**src/pedr_pkg.sv**
```systemverilog
// Shared types, constants and stick conditioning for the pad edge/repeat block.
`default_nettype none
package pedr_pkg;

  localparam int NUM_PADS_DEF = 4;

  // Configuration register indexes
  localparam logic [1:0] CFG_X_LIMIT         = 2'd0;
  localparam logic [1:0] CFG_Y_LIMIT         = 2'd1;
  localparam logic [1:0] CFG_INITIAL_DELAY   = 2'd2;
  localparam logic [1:0] CFG_REPEAT_INTERVAL = 2'd3;

  localparam logic [6:0] X_LIMIT_RST         = 7'h46;
  localparam logic [6:0] Y_LIMIT_RST         = 7'h46;
  localparam logic [7:0] INITIAL_DELAY_RST   = 8'h1E;
  localparam logic [7:0] REPEAT_INTERVAL_RST = 8'h0A;

  localparam logic [7:0] STATUS_NO_RESPONSE = 8'd8;
  localparam logic signed [8:0] DEAD_ZONE = 9'sd9;

  typedef struct packed {
    logic [6:0] x_limit;
    logic [6:0] y_limit;
    logic [7:0] initial_delay;
    logic [7:0] repeat_interval;
  } cfg_t;

  typedef struct packed {
    logic [15:0] prev_buttons;
    logic [7:0]  count;
  } pad_entry_t;

  // Dead zone, then clamp to +/- lim.
  function automatic logic [7:0] condition_axis(input logic [7:0] v, input logic [6:0] lim);
    logic signed [8:0] v9;
    logic signed [8:0] l9;
    logic signed [8:0] res;
    v9 = $signed({v[7], v});
    l9 = $signed({2'b00, lim});
    if ((v9 >= -DEAD_ZONE) && (v9 <= DEAD_ZONE)) begin
      res = 9'sd0;
    end else if (v9 > l9) begin
      res = l9;
    end else if (v9 < -l9) begin
      res = -l9;
    end else begin
      res = v9;
    end
    return res[7:0];
  endfunction

endpackage
`default_nettype wire

```
**src/pad_edge_repeat_deadzone_top.sv**
```systemverilog
// Top level: pad poll pipeline with edge detect, auto-repeat and stick dead zone.
// Path: input transfer into the read stage (state read), then into the result register.
// Throughput: one poll per cycle while out_ready does not hold the result register, including back-to-back
//   polls of the same pad, set by the read-modify-write of the per-pad state memory with bypass.
// Reset: synchronous active-low; clears pipeline valids and per-pad state valid bits
//   (all pads read as zero buttons and zero counter) and loads register defaults.
`default_nettype none
module pad_edge_repeat_deadzone_top #(
  parameter int NUM_PADS = pedr_pkg::NUM_PADS_DEF
) (
  input  wire logic        clk,
  input  wire logic        rst_n,
  input  wire logic        cfg_we,
  input  wire logic [1:0]  cfg_index,
  input  wire logic [7:0]  cfg_wdata,
  input  wire logic        in_valid,
  output logic             in_ready,
  input  wire logic [1:0]  in_pad_index,
  input  wire logic [7:0]  in_status_code,
  input  wire logic [15:0] in_buttons,
  input  wire logic [7:0]  in_stick_x_in,
  input  wire logic [7:0]  in_stick_y_in,
  output logic             out_valid,
  input  wire logic        out_ready,
  output logic             out_connected,
  output logic [15:0]      out_held,
  output logic [15:0]      out_pressed,
  output logic [15:0]      out_repeat_res,
  output logic [7:0]       out_raw_x,
  output logic [7:0]       out_raw_y,
  output logic [7:0]       out_stick_x,
  output logic [7:0]       out_stick_y
);

  localparam int AW = (NUM_PADS > 1) ? $clog2(NUM_PADS) : 1;
  localparam logic [31:0] NP = 32'(NUM_PADS);

  pedr_pkg::cfg_t       cfg;
  pedr_pkg::pad_entry_t rd_entry;
  pedr_pkg::pad_entry_t wr_entry;

  logic [AW+1:0] pad_ext;
  logic [AW-1:0] in_addr;
  logic          in_pad_ok;
  logic          in_xfer;

  // stage 1: state read in flight
  logic          s1_v_r;
  logic [AW-1:0] s1_addr_r;
  logic          s1_pad_ok_r;
  logic [7:0]    s1_status_r;
  logic [15:0]   s1_btn_r;
  logic [7:0]    s1_x_r;
  logic [7:0]    s1_y_r;
  logic          s1_go;

  logic [15:0] prev;
  logic [7:0]  cnt;
  logic [7:0]  dec;
  logic [15:0] pressed;
  logic [15:0] rep;
  logic [7:0]  cnt_nxt;

  logic out_valid_r;

  pedr_cfg_regs u_cfg (
    .clk       (clk),
    .rst_n     (rst_n),
    .cfg_we    (cfg_we),
    .cfg_index (cfg_index),
    .cfg_wdata (cfg_wdata),
    .cfg       (cfg)
  );

  assign pad_ext   = {{AW{1'b0}}, in_pad_index};
  assign in_addr   = pad_ext[AW-1:0];
  assign in_pad_ok = 32'(in_pad_index) < NP;

  assign s1_go    = s1_v_r && (!out_valid_r || out_ready);
  assign in_ready = !s1_v_r || s1_go;
  assign in_xfer  = in_valid && in_ready;

  pedr_state_ram #(
    .DEPTH (NUM_PADS),
    .AW    (AW)
  ) u_ram (
    .clk     (clk),
    .rst_n   (rst_n),
    .rd_en   (in_xfer),
    .rd_addr (in_addr),
    .rd_data (rd_entry),
    .wr_en   (s1_go && s1_pad_ok_r),
    .wr_addr (s1_addr_r),
    .wr_data (wr_entry)
  );

  always_ff @(posedge clk) begin
    if (!rst_n) begin
      s1_v_r <= 1'b0;
    end else if (in_ready) begin
      s1_v_r <= in_valid;
    end
  end

  always_ff @(posedge clk) begin
    if (in_xfer) begin
      s1_addr_r   <= in_addr;
      s1_pad_ok_r <= in_pad_ok;
      s1_status_r <= in_status_code;
      s1_btn_r    <= in_buttons;
      s1_x_r      <= in_stick_x_in;
      s1_y_r      <= in_stick_y_in;
    end
  end

  // Out-of-range pads evaluate against zero state and write nothing.
  always_comb begin
    prev    = s1_pad_ok_r ? rd_entry.prev_buttons : '0;
    cnt     = s1_pad_ok_r ? rd_entry.count : '0;
    dec     = cnt - 8'd1;
    pressed = s1_btn_r & ~prev;
    if (s1_btn_r != prev) begin
      rep     = pressed;
      cnt_nxt = cfg.initial_delay;
    end else if (dec == 8'd0) begin
      rep     = s1_btn_r;
      cnt_nxt = cfg.repeat_interval;
    end else begin
      rep     = '0;
      cnt_nxt = dec;
    end
    wr_entry.prev_buttons = s1_btn_r;
    wr_entry.count        = cnt_nxt;
  end

  always_ff @(posedge clk) begin
    if (!rst_n) begin
      out_valid_r <= 1'b0;
    end else if (s1_go) begin
      out_valid_r <= 1'b1;
    end else if (out_ready) begin
      out_valid_r <= 1'b0;
    end
  end

  always_ff @(posedge clk) begin
    if (s1_go) begin
      out_connected  <= s1_status_r != pedr_pkg::STATUS_NO_RESPONSE;
      out_held       <= s1_btn_r;
      out_pressed    <= pressed;
      out_repeat_res <= rep;
      out_raw_x      <= s1_x_r;
      out_raw_y      <= s1_y_r;
      out_stick_x    <= pedr_pkg::condition_axis(s1_x_r, cfg.x_limit);
      out_stick_y    <= pedr_pkg::condition_axis(s1_y_r, cfg.y_limit);
    end
  end

  assign out_valid = out_valid_r;

  // An empty result register must never block input.
  a_ready_when_out_empty: assert property (@(posedge clk) disable iff (!rst_n)
    !out_valid_r |-> in_ready)
    else $error("input stalled with empty result register");

  // Every transfer occupies the read stage on the next cycle.
  a_xfer_fills_s1: assert property (@(posedge clk) disable iff (!rst_n)
    in_xfer |=> s1_v_r)
    else $error("accepted poll lost before read stage");

  // A blocked read stage keeps its item and its read data.
  a_s1_hold: assert property (@(posedge clk) disable iff (!rst_n)
    (s1_v_r && !s1_go) |=> (s1_v_r && $stable(s1_btn_r) && $stable(rd_entry)))
    else $error("stalled read stage changed");

endmodule
`default_nettype wire

```
**src/pedr_cfg_regs.sv**
```systemverilog
// Configuration registers for limits and repeat timing.
`default_nettype none
module pedr_cfg_regs (
  input  wire logic             clk,
  input  wire logic             rst_n,
  input  wire logic             cfg_we,
  input  wire logic [1:0]       cfg_index,
  input  wire logic [7:0]       cfg_wdata,
  output pedr_pkg::cfg_t        cfg
);

  pedr_pkg::cfg_t cfg_r;

  always_ff @(posedge clk) begin
    if (!rst_n) begin
      cfg_r.x_limit         <= pedr_pkg::X_LIMIT_RST;
      cfg_r.y_limit         <= pedr_pkg::Y_LIMIT_RST;
      cfg_r.initial_delay   <= pedr_pkg::INITIAL_DELAY_RST;
      cfg_r.repeat_interval <= pedr_pkg::REPEAT_INTERVAL_RST;
    end else if (cfg_we) begin
      case (cfg_index)
        pedr_pkg::CFG_X_LIMIT:         cfg_r.x_limit         <= cfg_wdata[6:0];
        pedr_pkg::CFG_Y_LIMIT:         cfg_r.y_limit         <= cfg_wdata[6:0];
        pedr_pkg::CFG_INITIAL_DELAY:   cfg_r.initial_delay   <= cfg_wdata;
        pedr_pkg::CFG_REPEAT_INTERVAL: cfg_r.repeat_interval <= cfg_wdata;
        default: ;
      endcase
    end
  end

  assign cfg = cfg_r;

endmodule
`default_nettype wire

```
**src/pedr_state_ram.sv**
```systemverilog
// Per-pad state memory: one read, one write port, valid bits and write-to-read bypass.
`default_nettype none
module pedr_state_ram #(
  parameter int DEPTH = pedr_pkg::NUM_PADS_DEF,
  parameter int AW    = (DEPTH > 1) ? $clog2(DEPTH) : 1
) (
  input  wire logic                 clk,
  input  wire logic                 rst_n,
  input  wire logic                 rd_en,
  input  wire logic [AW-1:0]        rd_addr,
  output pedr_pkg::pad_entry_t      rd_data,
  input  wire logic                 wr_en,
  input  wire logic [AW-1:0]        wr_addr,
  input  wire pedr_pkg::pad_entry_t wr_data
);

  pedr_pkg::pad_entry_t mem [DEPTH];
  logic [DEPTH-1:0]     vld_r;
  pedr_pkg::pad_entry_t rd_r;
  pedr_pkg::pad_entry_t byp_r;
  logic                 rd_vld_r;
  logic                 byp_hit_r;

  always_ff @(posedge clk) begin
    if (wr_en) begin
      mem[wr_addr] <= wr_data;
    end
    if (rd_en) begin
      rd_r  <= mem[rd_addr];
      byp_r <= wr_data;
    end
  end

  always_ff @(posedge clk) begin
    if (!rst_n) begin
      vld_r     <= '0;
      rd_vld_r  <= 1'b0;
      byp_hit_r <= 1'b0;
    end else begin
      if (wr_en) begin
        vld_r[wr_addr] <= 1'b1;
      end
      if (rd_en) begin
        rd_vld_r  <= vld_r[rd_addr];
        // forward a write that lands on the entry being read
        byp_hit_r <= wr_en && (wr_addr == rd_addr);
      end
    end
  end

  always_comb begin
    if (byp_hit_r) begin
      rd_data = byp_r;
    end else if (rd_vld_r) begin
      rd_data = rd_r;
    end else begin
      rd_data = '0;
    end
  end

endmodule
`default_nettype wire

```
**config.mk**
```make
export PLATFORM = sky130hd
export DESIGN_NAME = pad_edge_repeat_deadzone_top
export DESIGN_NICKNAME = d
export VERILOG_FILES = /design/src/pedr_pkg.sv /design/src/pad_edge_repeat_deadzone_top.sv /design/src/pedr_cfg_regs.sv /design/src/pedr_state_ram.sv
export SDC_FILE = /design/constraint.sdc
export NUM_CORES = 1
export LEC_CHECK = 0
export BUFFER_PORTS_ARGS = -buffer_cell sky130_fd_sc_hd__buf_2
export CAP_MARGIN = 20
export CORE_MARGIN = 2
export CORE_UTILIZATION = 42
export DETAILED_ROUTE_END_ITERATION = 10
export GPL_ROUTABILITY_DRIVEN = 0
export GPL_TIMING_DRIVEN = 0
export PLACE_DENSITY = 0.71
export RECOVER_POWER = 100
export SLEW_MARGIN = 20
export SYNTH_ARGS = -nofsm -noshare
export SYNTH_HDL_FRONTEND = slang
export SYNTH_SLANG_ARGS = --single-unit
```
**constraint.sdc**
```tcl
create_clock -name clk -period 11.9 [get_ports clk]
set_input_delay 0.595 -clock clk [delete_from_list [all_inputs] [get_ports clk]]
set_output_delay 0.595 -clock clk [all_outputs]
set_load 0.01 [all_outputs]
```
# Word-level counts from Yosys, hierarchy flattened
# Memory sizes are Yosys's and may differ from the RTL's. A register that Yosys moved wholly into a read port is not among the register bits.
# Cells that the tools add are included.
dict set report op_classes {
  n_addsub 3
  order_cmp 11
  eq_ne 6
  muxes 18
  bitwise 3
  reduce_logical 19
}
# cell n
set op_table {}
lappend op_table {{$mux W24} 2}
lappend op_table {{$mux W16} 2}
lappend op_table {{$mux W8} 4}
lappend op_table {{$lt A8 B9 Y1} 2}
lappend op_table {{$neg A7 Y9} 2}
lappend op_table {{$and A16 B16 Y16} 1}
lappend op_table {{$ge A8 B5 Y1 const B} 2}
lappend op_table {{$gt A8 B8 Y1} 2}
lappend op_table {{$le A8 B5 Y1 const B} 2}
lappend op_table {{$ne A16 B16 Y1} 1}
lappend op_table {{$not A16 Y16} 1}
lappend op_table {{$mux W7} 2}
lappend op_table {{$logic_not A8 Y1} 1}
lappend op_table {{$ne A8 B4 Y1 const B} 1}
lappend op_table {{$reduce_and A2 Y1} 4}
lappend op_table {{$sub A8 B1 Y8 const B} 1}
lappend op_table {{$logic_and A1 B1 Y1} 6}
lappend op_table {{$lt A2 B3 Y1 const B} 2}
lappend op_table {{$mux W1} 6}
lappend op_table {{$eq A2 B2 Y1 const B} 2}
lappend op_table {{$or A4 B4 Y4} 1}
lappend op_table {{$reduce_or A2 Y1} 2}
lappend op_table {{$bmux W1 S2} 1}
lappend op_table {{$demux W1 S2} 1}
lappend op_table {{7 further kinds} 9}
dict set report word_totals {
  regBits 185
  ramBits 96
  inputBits 57
  out_inout_bits 83
  wordCells 87
  mem_count 1
}
# name depth width rd rd_ports_with_merged_regs write_ports line
set memory_table {}
lappend memory_table {u_ram.mem 4 24 1 1 1 pedr_state_ram.sv:17} ;# pedr_pkg::pad_entry_t mem [DEPTH];

# Logic depth before layout (Yosys ltp)
# Gate-level depths: netlist of run 1.
dict set report logic_depth {
  ltp_word 6
  mapped_depth 15
  depth_no_buf 13
}

# Cells and area by module
# A second synthesis of run 1 with hierarchy kept.
dict set report unflattened {
  cells_unflattened 819
  hier_area_um2 12698.4
}
# mod n_inst cells_per_inst area_each_um2 seq_area_each_um2
set modules_own_cells {}
lappend modules_own_cells {pad_edge_repeat_deadzone_top 1 473 6047.0 3733.6}
lappend modules_own_cells {pedr_state_ram 1 231 5464.0 4444.3}
lappend modules_own_cells {pedr_cfg_regs 1 115 1187.4 600.6}

# Least setup slack after synthesis of run 1
# No wires, ideal clock.
dict set report synth_timing {
  path_kind {in2reg}
  from {in out_ready}
  to {mem u_ram.mem[2][0] (netlist name), enable pin}
  setup_ns 0.406
  arrival_time_ns 3.696
  required_time_ns 11.494
  path_slack_ns 7.798
  stages 5
  path_buffers 0
  path_cell_list {nor2b_1 nand2b_1 inv_1 nand2_1 nor2_1}
}
dict set report synth_between {
  elab_chain_len 4
}
# item line
set synth_rtl {}
lappend synth_rtl {{from (decl)} pad_edge_repeat_deadzone_top.sv:24} ;# input wire logic out_ready,
lappend synth_rtl {{$logic_or A1 B1 Y1} pad_edge_repeat_deadzone_top.sv:79} ;# assign s1_go = s1_v_r && (!out_valid_r || out_ready);
lappend synth_rtl {{$logic_and A1 B1 Y1} pad_edge_repeat_deadzone_top.sv:79}
lappend synth_rtl {{net s1_go} pad_edge_repeat_deadzone_top.sv:55} ;# logic s1_go;
lappend synth_rtl {{$mux W1} pedr_state_ram.sv:25} ;# if (wr_en) begin
lappend synth_rtl {{$mux W1 (not written as such)} pedr_state_ram.sv:26} ;# mem[wr_addr] <= wr_data;
lappend synth_rtl {{to (decl)} pedr_state_ram.sv:17}
# The timed path passes the listed nets, and every way through them passes these cells.

# Worst setup path after layout of run 1
dict set report layout_timing {
  from {reg u_ram.rd_vld_r}
  to {reg out_repeat_res[14] (data pin)}
}
dict set report layout_between {
  elab_chain_len 6
  elab_cells_between_ends 9
  classes_between {add/sub (1); eq/ne (1); mux (4); bitwise (2); reduce/logical (1)}
}
# item line
set layout_rtl {}
lappend layout_rtl {{from (decl)} pedr_state_ram.sv:21} ;# logic rd_vld_r;
lappend layout_rtl {{from (signal assigned)} pedr_state_ram.sv:44} ;# rd_vld_r <= vld_r[rd_addr];
lappend layout_rtl {{$mux W24 (*)} pedr_state_ram.sv:54} ;# end else if (rd_vld_r) begin
lappend layout_rtl {{$mux W24 (*)} pedr_state_ram.sv:52} ;# if (byp_hit_r) begin
lappend layout_rtl {{$sub A8 B1 Y8} pad_edge_repeat_deadzone_top.sv:120} ;# dec = cnt - 8'd1;
lappend layout_rtl {{$logic_not A8 Y1} pad_edge_repeat_deadzone_top.sv:125} ;# end else if (dec == 8'd0) begin
lappend layout_rtl {{$mux W16} pad_edge_repeat_deadzone_top.sv:125}
lappend layout_rtl {{$mux W16 (*)} pad_edge_repeat_deadzone_top.sv:122} ;# if (s1_btn_r != prev) begin
lappend layout_rtl {{net rep[14]} pad_edge_repeat_deadzone_top.sv:61} ;# logic [15:0] rep;
lappend layout_rtl {{to (signal assigned)} pad_edge_repeat_deadzone_top.sv:151} ;# out_repeat_res <= rep;
lappend layout_rtl {{to (decl)} pad_edge_repeat_deadzone_top.sv:28} ;# output logic [15:0] out_repeat_res,
# Mark *: on every way through the listed nets, which the timed path passes. The rest lies on a longest branch.
# A chain may end at the register's enable or synchronous reset.

==> impl_summary.txt, run 1 <==
----------------------------------------------------
[Synthesis]
  Instance count of the mapped netlist ... 804
  Synthesized flop and latch total ... 305
  Post-synthesis net count ... 911
  Flip-flop cell with the highest count after synthesis ... sky130_fd_sc_hd__edfxtp_1
  Avg Inst Size Synth ... 15.52 um^2
  EDFF count, synth ... 267
  Synthesized area ... 0.01247 mm^2
  Unique cell type count in the Yosys netlist ... between 50 and 60
  Number of warnings printed during yosys synthesis ... 0
  Post-synthesis async set-or-reset flop share ... 0%
  Part of the Yosys area used for sequential elements ... 70.37%

[Die]
  Area of the die ... 0.03110 mm^2
  IO Pins ... 140
  Die span in y ... ~180 um
  Initial Utilization ... 42.31%
  Core Rows ... 63
  Die span in x ... 176.3 um
  Core region area ... 0.02948 mm^2

[Finish]
  Number of filler cells placed in the layout ... roughly 2500
  Proportion of layout cells with a drive suffix above 1 ... 13.83%
  Most common cell after layout, fill and taps aside ... sky130_fd_sc_hd__edfxtp_1
  Most used cells in the layout excluding fill and tap cells ... sky130_fd_sc_hd__edfxtp_1, sky130_fd_sc_hd__clkbuf_1, sky130_fd_sc_hd__nand2_1, sky130_fd_sc_hd__buf_2, sky130_fd_sc_hd__ha_1
  Non-filler instance count after layout ... around 1400
  Layout net count ... between 1000 and 1500
  Layout overhead on the synthesized area ... 17.94%

[Power]
  Total power density per cell area ... around 170 mW/mm^2
  Peak ir drop on the vdd network ... 126.6 uV
  Total Power Consumption ... 0.002453 W
  Static power due to leakage ... 5.160 nW

[Timing]
  Least-Margin Pin Slew ... 3.261 ns
  Crit share post-route ... 58.24%
  Unrepaired setup endpoints after global routing ... no
  Worst Skew ... 0.01920 ns
  Relative slew slack ... -123.0%
  Total of endpoints with negative setup slack in the final report ... 0
  Final worst setup slack ... just under 5 ns
  Count of final max-slew check failures ... 188
  Clock period minus final worst setup slack ... 6.930 ns
  Post-route setup TNS ... 0 ns
  Count of endpoints failing hold in the final timing report ... 0
  Max Clk Rate ... roughly 0.14 GHz

[Clock tree]
  Clock insertion delay at the later pin of the skew report ... 0.52 ns
  Number of clock buffers inserted by TritonCTS ... 34
  Register clock-pin slew on the reported worst setup and hold paths ... 0.06 ns
  Post-CTS setup repair buffer count ... 0
  Cells resized by post-CTS repair ... 0
  Clk buf depth ... 3
  CTS sink cnt ... ~310
  Root buffer selected by CTS ... sky130_fd_sc_hd__clkbuf_16
  H-Tree Depth ... 2
  Clock tree from TritonCTS ... yes
  Post-cts hold buffer count ... 0

[Worst setup path]
  CP Data Arrival Time ... 7.30 ns
  Category of the worst setup path launch point ... flop
  Critical path's largest stage delay ... 2.62 ns
  Req. time, crit path ... between 10 and 15 ns
  Largest delay contributor family on the critical path ... compound AO/OA/AOI/OAI gates
  Slowest cell on the critical path ... sky130_fd_sc_hd__a2111oi_0
  Most common cell type on the critical path ... sky130_fd_sc_hd__clkbuf_1
  Cell breakdown of the critical path ... nor2b_1 -> clkbuf_1 -> clkbuf_1 -> a22oi_1 -> ha_1 -> nand4_1 -> or4_1 -> clkbuf_1 -> a2111oi_0 -> clkbuf_1 -> a22o_1
  Maximum fanout along the worst path ... 10
  Number of buffer and inverter instances along the worst setup path ... 4
  Critical path class ... reg2reg
  Setup crit end kind ... flop

[Detailed routing]
  Via count normalized by instance count ... 5.271
  Number of DRC violations after detailed routing ... 0
  Mean routed wirelength per cell ... 18.14 um
  Number of vias in the routed layout ... 7395
  Total iterations of the first detailed-routing run ... 5
  Count of antenna-violating nets left after detailed routing ... 0
  Number of DRC markers after the initial detailed-route iteration ... 570
  DRT Wirelength ... approximately 25000 um

[Min path]
  Worst hold path class ... in2reg

[Placed design]
  Detailed-placement wirelength estimate ... 17170 um
  Buffers on Ports ... approximately 140
  Dpl cells ... 1341
  Worst slack at placement ... between 7 and 8 ns

[Global routing]
  Pin count of the biggest net entering global routing ... a little over 50
  Global-route total usage across every layer ... 16.52%
  Antenna violations before repair ... 0
  Global-route wire length before repair ... 40130 um
  Aggregate global routing overflow ... 0
  Number of global-route vias before repair ... 7479

[Run status]
  Violated checks ... capacitance limit, slew limit
  Run status ... finished, violations left

[Flow run]
  Max_cap viols ... 5

----------------------------------------------------
sequential cells by signal (all words and copies together) (netlist names), 8 cells and up:
| name | flops |
|---|---|
| out_stick_x | 8 |
| s1_x_r | 8 |
| out_raw_x | 8 |
| out_stick_y | 8 |
| u_ram.mem | 96 |
| s1_btn_r | 16 |
| s1_y_r | 8 |
| u_ram.rd_r | 24 |
| out_held | 16 |
| out_repeat_res | 16 |
| s1_status_r | 8 |
| out_pressed | 16 |
| u_cfg.cfg | 30 |
| u_ram.byp_r | 24 |
| out_raw_y | 8 |
power breakdown:
part	switching (W)	internal (W)	total, W
clock network	0.000417	0.000645	0.00106
logic	0.0000875	0.0000571	0.000145
registers	0.0000268	0.00122	0.00125
cells in the mapped netlist (3+ instances only):
library cell,instances,area share [%]
sky130_fd_sc_hd__dfxtp_1,38,6.1
sky130_fd_sc_hd__a21o_1,3,0.18
sky130_fd_sc_hd__nor2b_1,15,0.75
sky130_fd_sc_hd__a31oi_1,3,0.15
sky130_fd_sc_hd__a21oi_1,33,1.3
sky130_fd_sc_hd__and4_1,3,0.21
sky130_fd_sc_hd__a22oi_1,19,1.1
sky130_fd_sc_hd__nor2_1,28,0.84
sky130_fd_sc_hd__ha_1,50,5.0
sky130_fd_sc_hd__and2_1,6,0.30
sky130_fd_sc_hd__o21ai_0,28,1.1
sky130_fd_sc_hd__o211ai_1,4,0.24
sky130_fd_sc_hd__nor3_1,5,0.20
sky130_fd_sc_hd__o21a_1,9,0.54
sky130_fd_sc_hd__xnor2_1,9,0.63
sky130_fd_sc_hd__nand2_1,72,2.2
sky130_fd_sc_hd__xor2_1,9,0.63
sky130_fd_sc_hd__inv_1,26,0.78
sky130_fd_sc_hd__a21boi_0,11,0.66
sky130_fd_sc_hd__nand3_1,13,0.52
sky130_fd_sc_hd__nand4_1,9,0.45
sky130_fd_sc_hd__a22o_1,16,1.1
sky130_fd_sc_hd__and3_1,9,0.45
sky130_fd_sc_hd__o22ai_1,9,0.45
sky130_fd_sc_hd__a211oi_1,3,0.18
sky130_fd_sc_hd__mux4_2,25,4.5
sky130_fd_sc_hd__mux2i_1,17,1.4
sky130_fd_sc_hd__edfxtp_1,267,64
sky130_fd_sc_hd__buf_1,5,0.15
sky130_fd_sc_hd__nor4_1,5,0.25
sky130_fd_sc_hd__clkbuf_1,19,0.57
sky130_fd_sc_hd__a22oi_2,3,0.30
sky130_fd_sc_hd__nand3b_1,3,0.18
sky130_fd_sc_hd__o21ai_1,3,0.12
sky130_fd_sc_hd__nand2b_1,3,0.15
through the flow:
step | util (%) | instance area (um^2) | hold slack (ns)
floorplan | - | 12470 | 0.4354
global placement | 46.31 | 13650 | 0.4410
detailed placement | 46.79 | 13790 | 0.4536
CTS | 50.74 | 14960 | 0.2304
global route | 49.90 | 14710 | 0.2268
finish | 49.91 | 14710 | 0.2489
final timing paths:
path	from	endpoint	slack, ns	cells after the start
worst max-delay path	u_ram.rd_vld_r	out_repeat_res[14]	4.97	11
worst min-delay path	in_buttons[7]	s1_btn_r[7]	0.25	1
worst max register to register	u_ram.rd_vld_r	out_repeat_res[14]	4.97	11
worst min register to register	u_ram.vld_r[3]	u_ram.vld_r[3]	0.46	1
cell type report:
cell class	instances	area, um^2	share of cell area, %
tap	390	488.0	3.317
sequential	305	8778	59.66
buffer	28	113.9	0.7739
clock buffer	43	923.4	6.276
clock inverter	18	241.5	1.641
multi-input combinational	445	3450	23.45
inverter	26	100.1	0.6803
timing repair buffer	147	615.6	4.184
antenna	1	2.502	0.01701
cells by family after synthesis:
| kind of cell | count (synthesis) | share of synthesized area (%) |
|---|---|---|
| flops | 305 | 70.37 |
| simple gates | 181 | 7.252 |
| compound gates | 153 | 8.325 |
| buf+inv | 54 | 1.765 |
| fa+ha+maj | 50 | 5.015 |
| mux | 42 | 5.878 |
| xor+xnor | 19 | 1.394 |
routing by layer:
| metal | up-vias | GRT usage (%) | wire length [um] |
|---|---|---|---|
| met2 | 203 | 27.66 | 12480 |
| met1 | 3649 | 21.52 | 10950 |
| met3 | 57 | 3.273 | 1281 |
| met4 | 0 | 5.854 | 737 |
| li1 | 3486 | - | - |
| met5 | - | 0 | 0 |
(Power assumes the default switching activity.)
==> run 2, diff against run 1 <==
--- a/config.mk
+++ b/config.mk
@@ -12,7 +12,7 @@
 export DETAILED_ROUTE_END_ITERATION = 10
 export GPL_ROUTABILITY_DRIVEN = 0
 export GPL_TIMING_DRIVEN = 0
-export PLACE_DENSITY = 0.71
+export PLACE_DENSITY = 0.74
 export RECOVER_POWER = 100
 export SLEW_MARGIN = 20
 export SYNTH_ARGS = -nofsm -noshare
==> constraint.sdc (replaced) <==
create_clock -name clk -period 6.35 [get_ports clk]
set_input_delay 0.3175 -clock clk [delete_from_list [all_inputs] [get_ports clk]]
set_output_delay 0.3175 -clock clk [all_outputs]
set_load 0.01 [all_outputs]
==> run 2 against run 1 <==
Effect of this change:
- clock skew shrank 0.0091 ns
- worst hold slack lost 0.20 ns
- die area is the same
- final area grew 2.0%
- critical path type unchanged
- sequential power grew 86%
- the flow still finishes with violations (capacitance limit, slew limit)
- clock power grew 62%
- wire length grew 1.0%
- fmax grew 43%
==> impl_summary.txt, run 2 (synthesized netlist as in run 1, its figures left out) <==
----------------------------------------------------
[Detailed routing]
  Total met2 wirelength after detailed routing ... 12730 um
  Number of vias in the routed layout ... 7562
  Via count normalized by instance count ... 5.240
  Number of DRC markers after the initial detailed-route iteration ... 552
  Count of antenna-violating nets left after detailed routing ... 0
  Number of DRC violations after detailed routing ... 0
  DRT Wirelength ... between 20000 and 30000 um
  Met3 layer wire length in the routed design ... between 1000 and 1500 um
  Mean routed wirelength per cell ... approximately 18 um
  Total iterations of the first detailed-routing run ... 5
  Top layer in use ... met4
  Total routed wire length on the met1 layer ... around 11000 um

[Finish]
  Non-filler instance count after layout ... 1443
  Number of flip-flops under the largest register name ... 96
  Layout net count ... 1136
  Final design utilization ... 50.93%
  Antenna cells ... 0
  Final Cell Area ... 0.01501 mm^2
  Number of filler cells placed in the layout ... roughly 2500
  Proportion of layout cells with a drive suffix above 1 ... 12.92%
  Most used cells in the layout excluding fill and tap cells ... sky130_fd_sc_hd__edfxtp_1, sky130_fd_sc_hd__clkbuf_1, sky130_fd_sc_hd__nand2_1, sky130_fd_sc_hd__buf_2, sky130_fd_sc_hd__ha_1
  Layout overhead on the synthesized area ... 20.35%
  Register name with the most flops ... u_ram.mem
  Most common cell after layout, fill and taps aside ... sky130_fd_sc_hd__edfxtp_1

[Flow run]
  Max_cap viols ... 2

[Global routing]
  Antenna violations before repair ... 0
  Number of global-route vias before repair ... 7627
  Pin count of the biggest net entering global routing ... 80
  Aggregate global routing overflow ... 0
  Global-route wire length before repair ... 40140 um
  Global-route total usage across every layer ... 16.45%

[Clock tree]
  Post-cts hold buffer count ... 45
  Register clock-pin slew on the reported worst setup and hold paths ... 0.06 ns
  Clock tree from TritonCTS ... yes
  Root buffer selected by CTS ... sky130_fd_sc_hd__clkbuf_16
  CTS sink cnt ... 305
  Number of clock buffers inserted by TritonCTS ... 31
  H-Tree Depth ... 1
  Clock insertion delay at the later pin of the skew report ... 0.57 ns
  Clk buf depth ... 3
  Post-CTS setup repair buffer count ... 0
  Cells resized by post-CTS repair ... 0

[Min path]
  Worst hold path class ... in2reg
  Count of cells along the worst hold path ... 3

[Timing]
  Total of endpoints with negative setup slack in the final report ... 0
  Count of final max-slew check failures ... between 100 and 150
  Least-Margin Pin Slew ... 3.640 ns
  Relative slew slack ... -143.1%
  Max Clk Rate ... 0.2057 GHz
  Clock period minus final worst setup slack ... 4.862 ns
  Post-route setup TNS ... 0 ns
  Crit share post-route ... 76.57%
  Unrepaired setup endpoints after global routing ... no
  Worst Skew ... 0.01008 ns
  Count of endpoints failing hold in the final timing report ... 0

[Die]
  IO Pins ... 140
  Core region area ... 0.02948 mm^2
  Initial Utilization ... between 40% and 50%
  Die span in y ... 176.3 um
  Core Rows ... 63
  Die span in x ... 176.3 um
  Area of the die ... 0.03110 mm^2

[Power]
  Sw Ratio ... 22.02%
  Sequential cell fraction of total power ... 53.6%
  Static power due to leakage ... 5.282 nW
  Net switching component of the power ... 0.0009587 W
  Internal power component ... around 0.0034 W
  Logic pwr share ... between 6 and 7%
  Total power density per cell area ... 290.0 mW/mm^2
  Total Power Consumption ... 0.004353 W
  Clock share of power ... 39.6%
  Peak ir drop on the vdd network ... 261.4 uV

[Run status]
  Run status ... finished, violations left
  Violated checks ... capacitance limit, slew limit

[Placed design]
  Detailed-placement wirelength estimate ... 17100 um
  Total placed instance area ... 0.01380 mm^2
  Dpl cells ... 1341
  Buffers on Ports ... 138

[Worst setup path]
  Critical register-to-register path endpoint ... out_repeat_res[11]
  Category of the worst setup path launch point ... flop
  Reg2Reg Launch Point ... u_ram.byp_hit_r
  Worst reg2reg setup slack ... 1.49 ns
  Maximum fanout along the worst path ... 10
  Termination of the worst setup path ... out_repeat_res[11]
  Setup crit start ... u_ram.byp_hit_r
  Critical path class ... reg2reg
  CP Data Arrival Time ... roughly 5.3 ns
  Setup crit end kind ... flop
  Req. time, crit path ... 6.77 ns
  Worst Reg2Reg Path Length in Cells ... 11

----------------------------------------------------
[run 2: area by class of cell]
cell class | count | area, um^2 | share of cell area [%]
Timing Repair Buffer | 192 | 1092 | 7.276
Clock buffer | 40 | 809.5 | 5.392
Tap cell | 390 | 488.0 | 3.250
Clock inverter | 17 | 155.1 | 1.033
Inverter | 26 | 100.1 | 0.6667
Multi-Input combinational cell | 445 | 3476 | 23.15
Sequential cell | 305 | 8778 | 58.47
Buffer | 28 | 113.9 | 0.7584
[run 2: stage by stage]
step           setup WS, ns  hold slack [ns]
6_report              1.488          0.04726
5_1_grt               1.213          0.03559
4_1_cts               2.019          0.01278
3_5_place_dp          2.039           0.4484
3_3_place_gp         0.7046           0.4411
2_1_floorplan         2.418           0.4164
[run 2: power by group through the flow]
| stage | Combinational, W | Clock [W] | Sequential (W) |
|---|---|---|---|
| floorplan | 0.000167 | 0 | 0.00237 |
| global placement | 0.000273 | 0 | 0.00237 |
| detailed placement | 0.000289 | 0 | 0.00237 |
| CTS | 0.000312 | 0.00176 | 0.00233 |
| global route | 0.000330 | 0.00184 | 0.00234 |
| finish | 0.000297 | 0.00172 | 0.00233 |
[run 2: how the worst min path moves through the flow]
stage,endpoint,slack (ns),startpoint
after global placement,u_ram.vld_r[1],0.44,u_ram.vld_r[1]
final,u_cfg.cfg[10],0.05,cfg_wdata[2]
after global routing,u_cfg.cfg[12],0.04,cfg_wdata[4]
after detailed placement,u_ram.vld_r[3],0.45,u_ram.vld_r[3]
after CTS,u_cfg.cfg[10],0.01,cfg_wdata[2]
after floorplan,s1_addr_r[0],0.42,in_pad_index[0]
[run 2: metal layers]
layer / up-vias / track usage, %
met4: 0 / 5.854
li1: 3574 / -
met2: 222 / 28.04
met1: 3715 / 21.31
met3: 51 / 2.756
met5: - / 0
[run 2: worst max-delay path: stages (launching register included)]
cell and delay [ns]:
sky130_fd_sc_hd__dfxtp_1 0.47, sky130_fd_sc_hd__clkbuf_1 0.41, sky130_fd_sc_hd__clkbuf_1 0.62, sky130_fd_sc_hd__clkbuf_1 0.49, sky130_fd_sc_hd__a22oi_1 0.19, sky130_fd_sc_hd__ha_1 0.32, sky130_fd_sc_hd__nand4_1 0.15, sky130_fd_sc_hd__or4_1 0.48
sky130_fd_sc_hd__clkbuf_1 0.29, sky130_fd_sc_hd__a2111oi_4 0.84, sky130_fd_sc_hd__buf_6 0.26, sky130_fd_sc_hd__a22o_1 0.18
==> run 3, diff against run 2 <==
--- a/config.mk
+++ b/config.mk
@@ -5,6 +5,7 @@
 export SDC_FILE = /design/constraint.sdc
 export NUM_CORES = 1
 export LEC_CHECK = 0
+export ABC_AREA = 1
 export BUFFER_PORTS_ARGS = -buffer_cell sky130_fd_sc_hd__buf_2
 export CAP_MARGIN = 20
 export CORE_MARGIN = 2
==> constraint.sdc (replaced) <==
create_clock -name clk -period 4 [get_ports clk]
set_input_delay 0.2 -clock clk [delete_from_list [all_inputs] [get_ports clk]]
set_output_delay 0.2 -clock clk [all_outputs]
set_load 0.01 [all_outputs]
==> run 3 against run 2 <==
Effect of this change:
- total power grew 67%
- the flow finishes with violations (hold timing, capacitance limit, slew limit)
- largest cell class unchanged
- via count grew 18%
- clock-buffer cell count shrank 4
- fmax rose by 35%
- die area grew 2.7%
- global-route usage rose by 1.5 points
- critical path depth up 1
- clock skew about the same
- critical path type unchanged
- first-iteration DRC count increased by 27%
- register-to-register slack got worse by 1.1 ns
==> impl_summary.txt, run 3 <==
----------------------------------------------------
[Synthesis]
  Instance count of the mapped netlist ... 1061
  Post-synthesis net count ... 1168
  Synthesized flop and latch total ... 305
  Fraction of the mapped netlist area in compound gates ... 8.869%
  Share of synthesized cell area in and, or, nand and nor gates ... 13.22%
  Multiplexer share of the synthesized area ... 0%
  Most instantiated library cell after synthesis ... sky130_fd_sc_hd__edfxtp_1
  Flip-flop cell with the highest count after synthesis ... sky130_fd_sc_hd__edfxtp_1
  Part of the Yosys area used for sequential elements ... 68.46%
  Synth Area in Adders ... 4.879%
  Combinational family with the most area after synthesis ... simple AND/OR/NAND/NOR gates
  Post-synthesis async set-or-reset flop share ... 0%
  Cell type contributing the most total cell area after synthesis ... sky130_fd_sc_hd__edfxtp_1
  Avg Inst Size Synth ... 12.09 um^2
  Largest cells by area after synthesis ... sky130_fd_sc_hd__edfxtp_1, sky130_fd_sc_hd__dfxtp_1, sky130_fd_sc_hd__ha_1
  Post-synthesis share of cell area spent on xor and xnor gates ... less than 1%
  Share of Yosys cell area claimed by the top area cell type ... 62.52%
  Synthesized area ... approximately 0.013 mm^2
  Most common library cells after synthesis ... sky130_fd_sc_hd__edfxtp_1, sky130_fd_sc_hd__nand2_1, sky130_fd_sc_hd__nor2_1
  Unique cell type count in the Yosys netlist ... 44
  Number of warnings printed during yosys synthesis ... 0
  EDFF count, synth ... around 270

[Clock tree]
  Number of clock buffers inserted by TritonCTS ... 31
  Post-CTS setup repair buffer count ... 0
  Clk buf depth ... 3
  Register clock-pin slew on the reported worst setup and hold paths ... roughly 0.06 ns
  Clock insertion delay at the later pin of the skew report ... 0.57 ns
  H-Tree Depth ... 1
  CTS sink cnt ... 305
  Root buffer selected by CTS ... sky130_fd_sc_hd__clkbuf_16
  Clock tree from TritonCTS ... yes

[Finish]
  Most used cells in the layout excluding fill and tap cells ... sky130_fd_sc_hd__edfxtp_1, sky130_fd_sc_hd__nand2_1, sky130_fd_sc_hd__clkbuf_1, sky130_fd_sc_hd__nor2_1, sky130_fd_sc_hd__o21ai_0
  Final Cell Area ... 0.01547 mm^2
  Layout net count ... 1405
  Number of flip-flops under the largest register name ... 96
  Number of filler cells placed in the layout ... 2578
  Register name with the most flops ... u_ram.mem
  Non-filler instance count after layout ... around 1700
  Multi-input logic area ... 0.003535 mm^2
  Proportion of layout cells with a drive suffix above 1 ... 10.21%
  Most common cell after layout, fill and taps aside ... sky130_fd_sc_hd__edfxtp_1
  Layout overhead on the synthesized area ... 20.66%
  Area of all sequential standard cells ... 0.008778 mm^2
  Antenna cells ... 0

[Worst setup path]
  Critical path class ... reg2reg
  Maximum fanout along the worst path ... 19
  CP Data Arrival Time ... a little under 4 ns
  Setup crit end kind ... flop
  Critical register-to-register path endpoint ... u_ram.mem[0][0]
  Worst Reg2Reg Path Length in Cells ... 12
  Reg2Reg Launch Point ... u_ram.rd_vld_r
  Category of the worst setup path launch point ... flop
  Req. time, crit path ... 4.28 ns
  Setup crit start ... u_ram.rd_vld_r
  Worst reg2reg setup slack ... 0.40 ns

[Detailed routing]
  Total iterations of the first detailed-routing run ... 5
  Via count normalized by instance count ... 5.217
  DRT Wirelength ... 29030 um
  Number of DRC markers after the initial detailed-route iteration ... 700
  Number of vias in the routed layout ... ~8900
  Mean routed wirelength per cell ... 16.96 um
  Number of DRC violations after detailed routing ... 0
  Count of antenna-violating nets left after detailed routing ... 0

[Flow run]
  Max_cap viols ... 2

[Run status]
  Run status ... finished, violations left
  Violated checks ... hold timing, capacitance limit, slew limit

[Placed design]
  Buffers on Ports ... 139
  Total placed instance area ... 0.01419 mm^2
  Dpl cells ... around 1600
  Detailed-placement wirelength estimate ... ~20000 um

[Timing]
  Final hold slack ... -0.007936 ns
  Max Clk Rate ... 0.2778 GHz
  Least-Margin Pin Slew ... around 1.9 ns
  Total of endpoints with negative setup slack in the final report ... 0
  Relative slew slack ... -27.00%
  Count of endpoints failing hold in the final timing report ... 2
  Post-route setup TNS ... 0 ns
  Count of final max-slew check failures ... 117
  Clock period minus final worst setup slack ... 3.600 ns
  Worst Skew ... 0.01026 ns
  Crit share post-route ... 89.99%
  Unrepaired setup endpoints after global routing ... no

[Power]
  Static power due to leakage ... 5.815 nW
  Total power density per cell area ... between 400 and 500 mW/mm^2
  Peak ir drop on the vdd network ... between 200 and 300 uV
  Total Power Consumption ... slightly above 0.007 W

[Die]
  Core region area ... roughly 0.03 mm^2
  Initial Utilization ... approximately 43%
  Core Rows ... 63
  Die span in y ... between 150 and 200 um
  IO Pins ... 140
  Die span in x ... about 180 um
  Area of the die ... approximately 0.032 mm^2

[Global routing]
  Aggregate global routing overflow ... 0
  Global-route total usage across every layer ... 17.99%
  Number of global-route vias before repair ... ~8700
  Global-route wire length before repair ... 45020 um
  Antenna violations before repair ... 0
  Pin count of the biggest net entering global routing ... 81

[Min path]
  Count of cells along the worst hold path ... 4
  Worst Hold Endpoint ... u_ram.byp_hit_r
  Worst hold path class ... in2reg
  Hold path startpoint ... in_valid

----------------------------------------------------
-- run 3: through the flow --
stage | setup WS, ns | utilization, %
3_3_place_gp | -0.1509 | 46.89
3_5_place_dp | 0.1808 | 47.51
5_1_grt | 0.1480 | 51.79
2_1_floorplan | 1.102 | -
6_report | 0.4004 | 51.79
4_1_cts | 0.1663 | 52.73
-- run 3: metal layers --
layer  GRT usage [%]  part of all wire, %
met2           30.66                   49
met4           5.454                  2.3
met5               0                    0
met1           24.10                   43
met3           2.311                  5.7
-- run 3: area by class of cell --
| class | count | area share [%] |
|---|---|---|
| clock inverter | 21 | 1.448 |
| inverter | 87 | 2.127 |
| clock buffer | 36 | 5.264 |
| tap | 390 | 3.154 |
| sequential | 305 | 56.74 |
| multi-input combinational | 639 | 22.84 |
| timing repair buffer | 206 | 7.529 |
| buffer | 28 | 0.8976 |
-- run 3: report_power, final --
part | internal (W) | leakage (nW) | switching [W]
clock network | 0.00172 | 0.504 | 0.00121
logic | 0.000218 | 2.51 | 0.000390
registers | 0.00364 | 2.80 | 0.0000809
-- run 3: worst max-delay path: stages (launching register included) --
cell                       delay [ns]
sky130_fd_sc_hd__dfxtp_1         0.30
sky130_fd_sc_hd__buf_2           0.21
sky130_fd_sc_hd__nand2_1         0.10
sky130_fd_sc_hd__inv_2           0.37
sky130_fd_sc_hd__a22oi_1         0.13
sky130_fd_sc_hd__ha_1            0.35
sky130_fd_sc_hd__nand4_1         0.16
sky130_fd_sc_hd__or2_1           0.26
sky130_fd_sc_hd__nor2_1          0.45
sky130_fd_sc_hd__inv_1           0.35
sky130_fd_sc_hd__clkbuf_1        0.35
sky130_fd_sc_hd__nand2_1         0.12
sky130_fd_sc_hd__nand2_1         0.14
-- run 3: what timing repair did --
item                       CTS  global route
setup endpoints to repair    0            40
hold buffers                52             0
hold endpoints to repair    74             0
gates resized for setup      0             2
-- run 3: worst max path at each step --
| stage | to | slack (ns) | cells after the start |
|---|---|---|---|
| 3_5_place_dp | u_ram.mem[2][2] | 0.18 | 13 |
| 4_1_cts | u_ram.byp_r[2] | 0.17 | 13 |
| 6_report | u_ram.mem[0][0] | 0.40 | 12 |
| 5_1_grt | out_pressed[4] | 0.15 | 4 |
| 3_3_place_gp | u_ram.mem[3][11] | -0.15 | 3 |
| 2_1_floorplan | u_ram.rd_vld_r | 1.10 | 5 |
-- run 3: cells by family after synthesis --
logic type               count (synthesis)
buffers and inverters                  117
XOR/XNOR                                13
flip-flops                             305
AND/OR/NAND/NOR                        383
AO/OA/AOI/OAI                          193
adder cells (fa/ha/maj)                 50
